--- config.mk ---
export PLATFORM = sky130hd
export DESIGN_NAME = mvof_ram
export DESIGN_NICKNAME = d
export VERILOG_FILES = /design/src/rtl/core/mvof_ram.sv
export SDC_FILE = /design/constraint.sdc
export NUM_CORES = 1
export LEC_CHECK = 0
export ABC_CLOCK_PERIOD_IN_PS = 2100
export BUFFER_PORTS_ARGS = -buffer_cell sky130_fd_sc_hd__buf_4
export CORE_MARGIN = 4
export CORE_UTILIZATION = 25
export DETAILED_ROUTE_END_ITERATION = 6
export PLACE_DENSITY_LB_ADDON = 0.12
export SLEW_MARGIN = 20
export SYNTH_ARGS = -nofsm -noshare
export SYNTH_HDL_FRONTEND = slang
export SYNTH_SLANG_ARGS = --single-unit
--- constraint.sdc ---
create_clock -name clk -period 2.1 [get_ports clk]
set_input_delay 0.105 -clock clk [delete_from_list [all_inputs] [get_ports clk]]
set_output_delay 0.105 -clock clk [all_outputs]
set_load 0.01 [all_outputs]
--- src/rtl/core/mvof_ram.sv ---
`timescale 1ns / 1ps
// ---------------------------------------------------------------------------
// Generic RAM
// One write port and one read port with registered read data.
// ---------------------------------------------------------------------------
module mvof_ram #(
	parameter int WIDTH = 8,
	parameter int DEPTH = 64
) (
	input  logic                     clk,
	input  logic                     we,
	input  logic [$clog2(DEPTH)-1:0] waddr,
	input  logic [WIDTH-1:0]         wdata,
	input  logic [$clog2(DEPTH)-1:0] raddr,
	output logic [WIDTH-1:0]         rdata
);

	logic [WIDTH-1:0] mem [DEPTH];

	// Write and registered read.
	always_ff @(posedge clk) begin
		if (we) begin
			mem[waddr] <= wdata;
		end
		rdata <= mem[raddr];
	end

endmodule

After elaboration in Yosys (flattened, before gate mapping) --
Memory sizes are Yosys's and may differ from the RTL's. A register that Yosys moved wholly into a read port is not among the register bits. Cells that the tools add are included.
Word-level totals: bits in registers 0, bits in latches 0, bits in writable memories 512, memory bits (read-only) 0, logic and storage cells 3, memories kept 1
Operators by class: add/sub/neg operators 0, multiply operators 0, div/mod/pow operators 0, $lt $le $gt $ge 0, equal/unequal tests 0, shift operators 0, mux-type cells 2, bitwise gates (word level) 0, reductions and logical operators 0
Memories:
- mem | depth 64, width 8, rd ports 1, clocked after Yosys merged registers in 1, write ports 1, RTL line 18 | logic [WIDTH-1:0] mem [DEPTH];
Operator list (number):
- $mux 1 | 2

Longest topological paths before layout --
Gate-level depths: netlist of run 1.
word-level depth 2, depth in mapped cells 9, depth with buffers taken out 5

Worst setup path after synthesis of run 1 --
No wires, ideal clock.
path kind input port to flip-flop, start in raddr[1], end reg rdata[3] (read register of mem), data arrival time 1.645 ns, data required time 1.972 ns, path slack 0.327 ns, cell stages on the path 7, buffers on the path 3, path through buf_4 > buf_2 > buf_2 > mux4_2 > mux4_2 > o21ai_1 > o41ai_1
RTL lines:
- start, declared | RTL line 14 | input logic [$clog2(DEPTH)-1:0] raddr,
- end, declared | RTL line 15 | output logic [WIDTH-1:0] rdata

==> metrics, run 1 <==
status=finished, final reports clean; WP data required=2.57 ns; final setup TNS=0 ns; TritonRoute pass-1 iters=5; min Tclk post-route=2.049 ns; pin count of the biggest net entering global routing=65; Die Width=292.0 µm; Die Y=between 200 and 300 µm; area added between synthesis and finish=21.99%; Max Clock Freq=488.1 MHz; synth unique cells=40; initial antenna violation count=1; synthesized flop and latch total=520; clock tree from TritonCTS=built; relative slew slack=0.4445; layout cell share with drive strength beyond 1=0.3486; Slew @ Worst Pin=0.8333 ns; gr usage total=0.1295; critical path cell sequence=mux4_2 -> mux4_2 -> o21ai_0 -> nand2_1; first-pass GRT wire length=79,900 µm; Hold Vio Cnt, Final=0; Leakage=7.856 nW; clock root cell=clkbuf_16; latest clock arrival within the worst-skew pair=0.60 ns; core area=79,520 µm²; Rows=103; register area share after synthesis=0.7703; number of synthesized flops with an enable pin=512; CP max stage delay=0.52 ns; setup violators final=0; clock slew at reported path FFs=0.06 ns; port bufs=29; post-synthesis average cell area=21.45 µm²; Worst Hold Class=input pin to register; worst setup margin=0.05115 ns; kind of critical path=register to register; most frequent cell after synthesis=edfxtp_1; ys flop type=edfxtp_1; clk sinks=520; DRC viols=0; startpoint class of the critical path=register; DPL Wire Length=35,570 µm; largest area contributor in the netlist=edfxtp_1; CTS Buffer Depth=3; IO Pins=30; area share of the largest cell type after synthesis=0.7624; Final period util=0.9756; initial DRC count=615; Num CTS Buffers=57; CP max-delay cell=mux4_2; Mapped Cells=940; DR vias/cell=4.454; CP Max Fanout=1; H-tree depth=2; Min Hold Slack=0.08597 ns; Place WS=-0.2409 ns; P per Cell Area=918.4 nW/µm²; clock skew=0.02648 ns; Max Cap Viol=0; Final Power=22.60 mW; CP Capture Type=register; wire per inst=24.93 µm; number of global-route vias before repair=10,528; total congestion overflow=0; yosys warns=0; Initial Util=0.2536; post-CTS setup buffers=0; Final ANT Viol Nets=0; cell mode on critical path=mux4_2; fin nets=1,157; crit path DAT=2.52 ns; top cells by area, synth=edfxtp_1 76%, mux4_2 14%, nor2_1 1.5%, mux2i_1 1.1%, dfxtp_1 0.79%; Synth Net Count=962; die area=85,280 µm²; unrepaired setup endpoints after global routing=false; Commonest cells post-synth=512 x edfxtp_1, 126 x mux4_2, 83 x nor2_1, 23 x mux2i_1, 19 x nand2_1; post-synthesis async set-or-reset flop share=0; fin. max-slew vios=0; routed vias=9,951; Netlist Area Pre-Place=between 20,000 and 25,000 µm²; maximum VDD drop=0.6227 mV; WL final=55,680 µm; Final Wtd Congestion=0.7430; final core occ=0.3094
## sequential cells by signal, indices dropped and copies added (netlist names)
register	count
mem	512
rdata	8
## layer usage
layer,GRT usage,up-vias,share of wire
met5,0,-,0
met4,0.03551,0,0.024
met3,0.02061,80,0.035
met2,0.2007,171,0.46
met1,0.1895,5371,0.48
li1,-,4329,-
## timing repair
item,CTS,global route
endpoints found under the setup margin,0,2
gates resized for setup,0,2
endpoints found under the hold margin,7,0
hold buffers,1,0
## through the flow
| stage | cells | area (µm²) |
|---|---|---|
| after global routing | 2232 | 24600 |
| after CTS | 2232 | 24590 |
| after detailed placement | 2125 | 22760 |
| after global placement | 2125 | 22760 |
| after floorplan | 940 | 20170 |
| final | 2234 | 24600 |
## power by group
group	internal, mW	leakage, nW	switching, mW
logic	0.535	2.29	0.750
registers	11.5	4.67	0.0455
clock network	5.69	0.893	4.09
total	17.7	7.86	4.88
## cell type report
class                      instances  area [µm²]
fill                            7690       54910
sequential                       520       15530
multi-input combinational        369        4325
timing repair buffer             187        1602
clock buffer                      76        1559
tap                             1050        1314
clock inverter                    30       262.8
antenna                            2       5.005
## worst paths after layout
check / to / cells past startpoint / start / slack (ns)
worst max-delay path: rdata[7] / 4 / mem[54][7] / 0.05
worst min-delay path: mem[33][5] / 1 / wdata[5] / 0.09
worst max register to register: rdata[7] / 4 / mem[54][7] / 0.05
worst min register to register: rdata[1] / 4 / mem[23][1] / 0.87
## kinds of logic (layout without fill, tap and decap cells)
kind of cell           Yosys count  after routing  synth area share
buffers and inverters           51            293           0.01570
multiplexers                   162            162            0.1594
AND/OR/NAND/NOR                153            153           0.03387
other                            0              2                 0
AO/OA/AOI/OAI                   54             54           0.02072
flip-flops                     520            520            0.7703
## critical path, delay by kind of cell (launching register included)
kind	cells	cell delay, ns
and+or+nand+nor	1	0.10
DFF	1	0.36
AOI/OAI and AO/OA	1	0.43
muxes	2	1.02
## cell usage in the layout (no fill, tap or decap), types with 3 or more instances in the layout
master	count
a211oi_1	4
nor2b_1	14
bufinv_16	4
buf_12	15
nand3_1	13
nand3b_1	3
o2111ai_1	3
a21oi_1	3
mux2i_1	23
clkbuf_1	14
edfxtp_1	512
a221oi_1	6
clkinv_1	9
clkinv_2	12
nand2_1	19
mux2_2	13
nor2_1	83
nand2b_1	7
clkbuf_8	4
o2bb2ai_1	3
nor3_1	5
o22ai_1	8
a22oi_1	3
mux4_2	126
buf_4	170
dfxtp_1	8
clkbuf_16	58
o221ai_1	8
Power figures use the tool's default switching activity.
==> run 2, diff against run 1 <==
--- a/config.mk
+++ b/config.mk
@@ -8,7 +8,7 @@
 export ABC_CLOCK_PERIOD_IN_PS = 2100
 export BUFFER_PORTS_ARGS = -buffer_cell sky130_fd_sc_hd__buf_4
 export CORE_MARGIN = 4
-export CORE_UTILIZATION = 25
+export CORE_UTILIZATION = 30
 export DETAILED_ROUTE_END_ITERATION = 6
 export PLACE_DENSITY_LB_ADDON = 0.12
 export SLEW_MARGIN = 20
==> metrics, run 2 (synthesized netlist as in run 1, its figures left out) <==
status=finished, final reports clean; H-tree depth=2; DRC viols=0; Biggest register=mem; Final Wtd Congestion=0.7267; Top Registers=mem (512), rdata (8); kind of critical path=register to register; Slew @ Worst Pin=0.7667 ns; die area=between 70,000 and 80,000 µm²; min Tclk post-route=2.019 ns; gr usage total=0.1477; latest clock arrival within the worst-skew pair=~0.60 ns; area added between synthesis and finish=20.74%; post-route cell area=24,350 µm²; initial antenna violation count=0; routed vias=just under 10,000; crit path DAT=2.49 ns; clk sinks=520; Initial Util=0.3046; Worst Hold Class=input pin to register; clock skew=0.01248 ns; CP Max Fanout=1; DR vias/cell=4.857; core area=66,220 µm²; WL final=about 52,000 µm; Max Clock Freq=495.3 MHz; worst setup margin=between 0.08 and 0.09 ns; startpoint class of the critical path=register; CP Capture Type=register; IO Pins=30; clock slew at reported path FFs=0.06 ns; relative slew slack=0.4889; Rows=94; number of global-route vias before repair=roughly 11,000; Place WS=-0.2863 ns; fin. max-slew vios=0; placed inst area=22,420 µm²; Leakage=approximately 8 nW; pin count of the biggest net entering global routing=65; CTS Buffer Depth=3; Hold Vio Cnt, Final=0; final setup TNS=0 ns; unrepaired setup endpoints after global routing=false; max reg flops=512; fin nets=1,157; initial DRC count=a little over 600; Die Width=267.3 µm; CP max stage delay=0.46 ns; wire per inst=25.47 µm; TritonRoute pass-1 iters=4; total congestion overflow=0; Die Y=267.3 µm; DPL Wire Length=roughly 34,000 µm; clock root cell=clkbuf_16; Ant. Diodes=0; port bufs=29; CP max-delay cell=mux4_2; Final ANT Viol Nets=0; Num CTS Buffers=just under 60; clock tree from TritonCTS=built; maximum VDD drop=between 0.6 and 0.7 mV; setup violators final=0; layout cell share with drive strength beyond 1=0.3415; P per Cell Area=934.5 nW/µm²; most frequent cells in the layout=512 x edfxtp_1, 172 x buf_4, 126 x mux4_2, 83 x nor2_1, 61 x clkbuf_16; Post-Place Cells=1,935; first-pass GRT wire length=76,310 µm; WP data required=2.57 ns; critical path cell sequence=mux4_2 -> mux2_2 -> o221a_2 -> nor3_2 -> buf_4 -> o32ai_1; Max Cap Viol=0; fin cells=between 2,000 and 2,500; Final period util=0.9614; commonest non-fill, non-tap cell in the layout=edfxtp_1
[run 2: per-stage QoR]
step / hold WS (ns) / power, mW / util
2_1_floorplan: 0.2039 / 12.35 / -
3_3_place_gp: 0.4973 / 13.03 / 0.3386
3_5_place_dp: 0.4945 / 13.03 / 0.3386
4_1_cts: 0.02883 / 23.11 / 0.3677
5_1_grt: 0.06456 / 23.63 / 0.3677
6_report: 0.06852 / 22.75 / 0.3677
[run 2: path summary, 6_finish.rpt]
path / startpoint / cells after the start / slack, ns / endpoint
worst max-delay path: mem[20][6] / 6 / 0.08 / rdata[6]
worst min-delay path: raddr[4] / 3 / 0.07 / rdata[2]
worst max register to register: mem[20][6] / 6 / 0.08 / rdata[6]
worst min register to register: mem[30][4] / 3 / 0.86 / rdata[4]
[run 2: final cells by class]
cell class	count	area, µm²
repair buffers	186	1526
well taps	864	1081
clock buffers	77	1587
clock inverters	31	289.0
fillers	6054	41870
multi-input cells	369	4332
flip-flops and latches	520	15530
[run 2: critical path: cells and delay by family (launching register included)]
family,cells,cell delay [ns]
multiplexers,2,0.73
AND/OR/NAND/NOR,1,0.29
flip-flops,1,0.37
buffers and inverters,1,0.16
AO/OA/AOI/OAI,2,0.34
[run 2: where the power goes]
part           internal [mW]  leakage, nW  total [mW]  switching (mW)
registers               11.5         4.67        11.5          0.0435
logic                  0.526         2.26        1.25           0.724
clock network           6.00        0.923        9.97            3.97
[run 2: metal layers]
layer  vias up  routed length (µm)  track usage
met3        71                2078      0.02306
met1      5346               24370       0.2137
li1       4325                   -            -
met4         0                 942      0.03412
met2       200               24750       0.2369
met5         -                   0            0
[run 2: repair_timing]
item / CTS / global route
hold buffers: 4 / 0
setup buffers: 0 / 0
resized for setup: 3 / 0
endpoints found under the hold margin: 10 / 0
endpoints found under the setup margin: 2 / 0
==> run 3, diff against run 2 <==
--- a/config.mk
+++ b/config.mk
@@ -9,6 +9,7 @@
 export BUFFER_PORTS_ARGS = -buffer_cell sky130_fd_sc_hd__buf_4
 export CORE_MARGIN = 4
 export CORE_UTILIZATION = 30
+export CTS_BUF_LIST = sky130_fd_sc_hd__clkbuf_4
 export DETAILED_ROUTE_END_ITERATION = 6
 export PLACE_DENSITY_LB_ADDON = 0.12
 export SLEW_MARGIN = 20
==> metrics, run 3 (synthesized netlist as in run 1, its figures left out) <==
Place WS=-0.2863 ns; clock slew at reported path FFs=0.06 ns; DPL Wire Length=33,750 µm; WL final=53,250 µm; maximum VDD drop=0.3551 mV; pin count of the biggest net entering global routing=between 60 and 70; layout cell share with drive strength beyond 1=0.4062; wire per inst=around 24 µm; H-tree depth=4; final setup TNS=0 ns; Final ANT Viol Nets=0; Hold Vio Cnt, Final=0; RR Startpoint=mem[20][4]; setup violators final=0; min Tclk post-route=1.981 ns; Rows=94; Reg area=15,530 µm²; hold path start=raddr[1]; CP max-delay cell=mux4_2; CP max stage delay=0.47 ns; kind of critical path=register to register; max reg flops=512; IO Pins=30; latest clock arrival within the worst-skew pair=about 0.94 ns; Num CTS Buffers=143; total area of multi-input combinational cells=around 4300 µm²; die area=71,440 µm²; P per Cell Area=889.4 nW/µm²; core area=66,220 µm²; initial DRC count=669; post-CTS setup buffers=0; Critical Path Source=mem[20][4]; Top Registers=mem (512), rdata (8); commonest non-fill, non-tap cell in the layout=edfxtp_1; Final period util=0.9434; Die Width=~270 µm; clock root cell=clkbuf_4; worst reg2reg path depth=6; relative slew slack=0.4769; Final Wtd Congestion=0.7267; startpoint class of the critical path=register; clk sinks=520; number of global-route vias before repair=11,304; CP Max Fanout=1; Leakage=8.112 nW; clock skew=roughly 0.053 ns; WP data required=2.91 ns; worst setup margin=approximately 0.12 ns; unrepaired setup endpoints after global routing=false; TritonRoute pass-1 iters=4; routed vias=10,588; crit path DAT=between 2 and 3 ns; total congestion overflow=0; Max Clock Freq=about 500 MHz; CTS Buffer Depth=3; Max Cap Viol=0; CP Capture Type=register; Fill cells=between 6,000 and 7,000; initial antenna violation count=2; crit path to=rdata[4]; gr usage total=0.1533; area added between synthesis and finish=21.62%; flop-to-flop setup slack=0.12 ns; Crit path buffers/inverters=1; port bufs=29; DR vias/cell=~4.8; CP Depth=6; Biggest register=mem; status=finished, final reports clean; delay-heaviest family, CP=multiplexers; Initial Util=0.3046; r2r endpoint=rdata[4]; most frequent cells in the layout=512 x edfxtp_1, 216 x clkbuf_4, 172 x buf_4, 126 x mux4_2, 83 x nor2_1; fin. max-slew vios=0; Worst Hold Class=input pin to register; fin nets=1,264; clock tree from TritonCTS=built; first-pass GRT wire length=77,890 µm; Die Y=around 270 µm; DRC viols=0; Slew @ Worst Pin=0.7847 ns; critical path cell sequence=mux4_2 -> mux2_2 -> o221a_2 -> nor3_4 -> buf_4 -> o32ai_1
run 3: cell count changes in the layout (fill, tap and decap cells not counted), sizes merged:
cell	delta
bufinv	-4
clkbuf	+139
clkinv	+6
diode	+6
dlygate4sd3	+22
inv	+3
run 3: worst min path at each step:
stage          depth (start not counted)   endpoint  slack, ns
6_report                               6   rdata[2]       0.17
5_1_grt                                6   rdata[2]       0.11
4_1_cts                                6   rdata[2]       0.06
3_5_place_dp                           2   rdata[3]       0.49
3_3_place_gp                           2   rdata[3]       0.50
2_1_floorplan                          0  mem[0][0]       0.20
run 3: tightest hold or removal path: cells and delay by family:
kind,cells,cell delay [ns]
AOI/OAI and AO/OA,2,0.27
buffers and inverters,3,0.56
and+or+nand+nor,1,0.12
run 3: per-layer routing:
layer / track usage / vias to the layer above / wire length, µm
li1: - / 4641 / -
met1: 0.2100 / 5569 / 24270
met2: 0.2386 / 305 / 25290
met3: 0.04208 / 73 / 2759
met4: 0.04969 / 0 / 929
met5: 0 / - / 0
run 3: cell type report:
class / count / share of cell area
flip-flops and latches: 520 / 0.6334
clock buffers: 216 / 0.06611
well taps: 864 / 0.04407
clock inverters: 36 / 0.007754
repair buffers: 208 / 0.07121
diodes: 6 / 0.0006122
multi-input cells: 369 / 0.1769
run 3: repair_timing:
item,4_1_cts,5_1_grt
hold buffers,26,0
setup endpoints to repair,2,2
gates resized for setup,2,2
hold endpoints to repair,1032,0
run 3: through the flow:
step	utilization	hold WS, ns	area, µm²	power (mW)	instances
after global placement	0.3386	0.4973	22420	13.03	1935
after detailed placement	0.3386	0.4945	22420	13.03	1935
final	0.3704	0.1707	24530	21.81	2219
after CTS	0.3700	0.05796	24500	22.25	2213
after floorplan	-	0.2039	20170	12.35	940
after global routing	0.3704	0.1105	24530	22.96	2219
run 3: power breakdown:
part | internal [mW] | switching (mW)
Clock | 4.91 | 4.09
Sequential | 11.5 | 0.0448
Combinational | 0.550 | 0.732
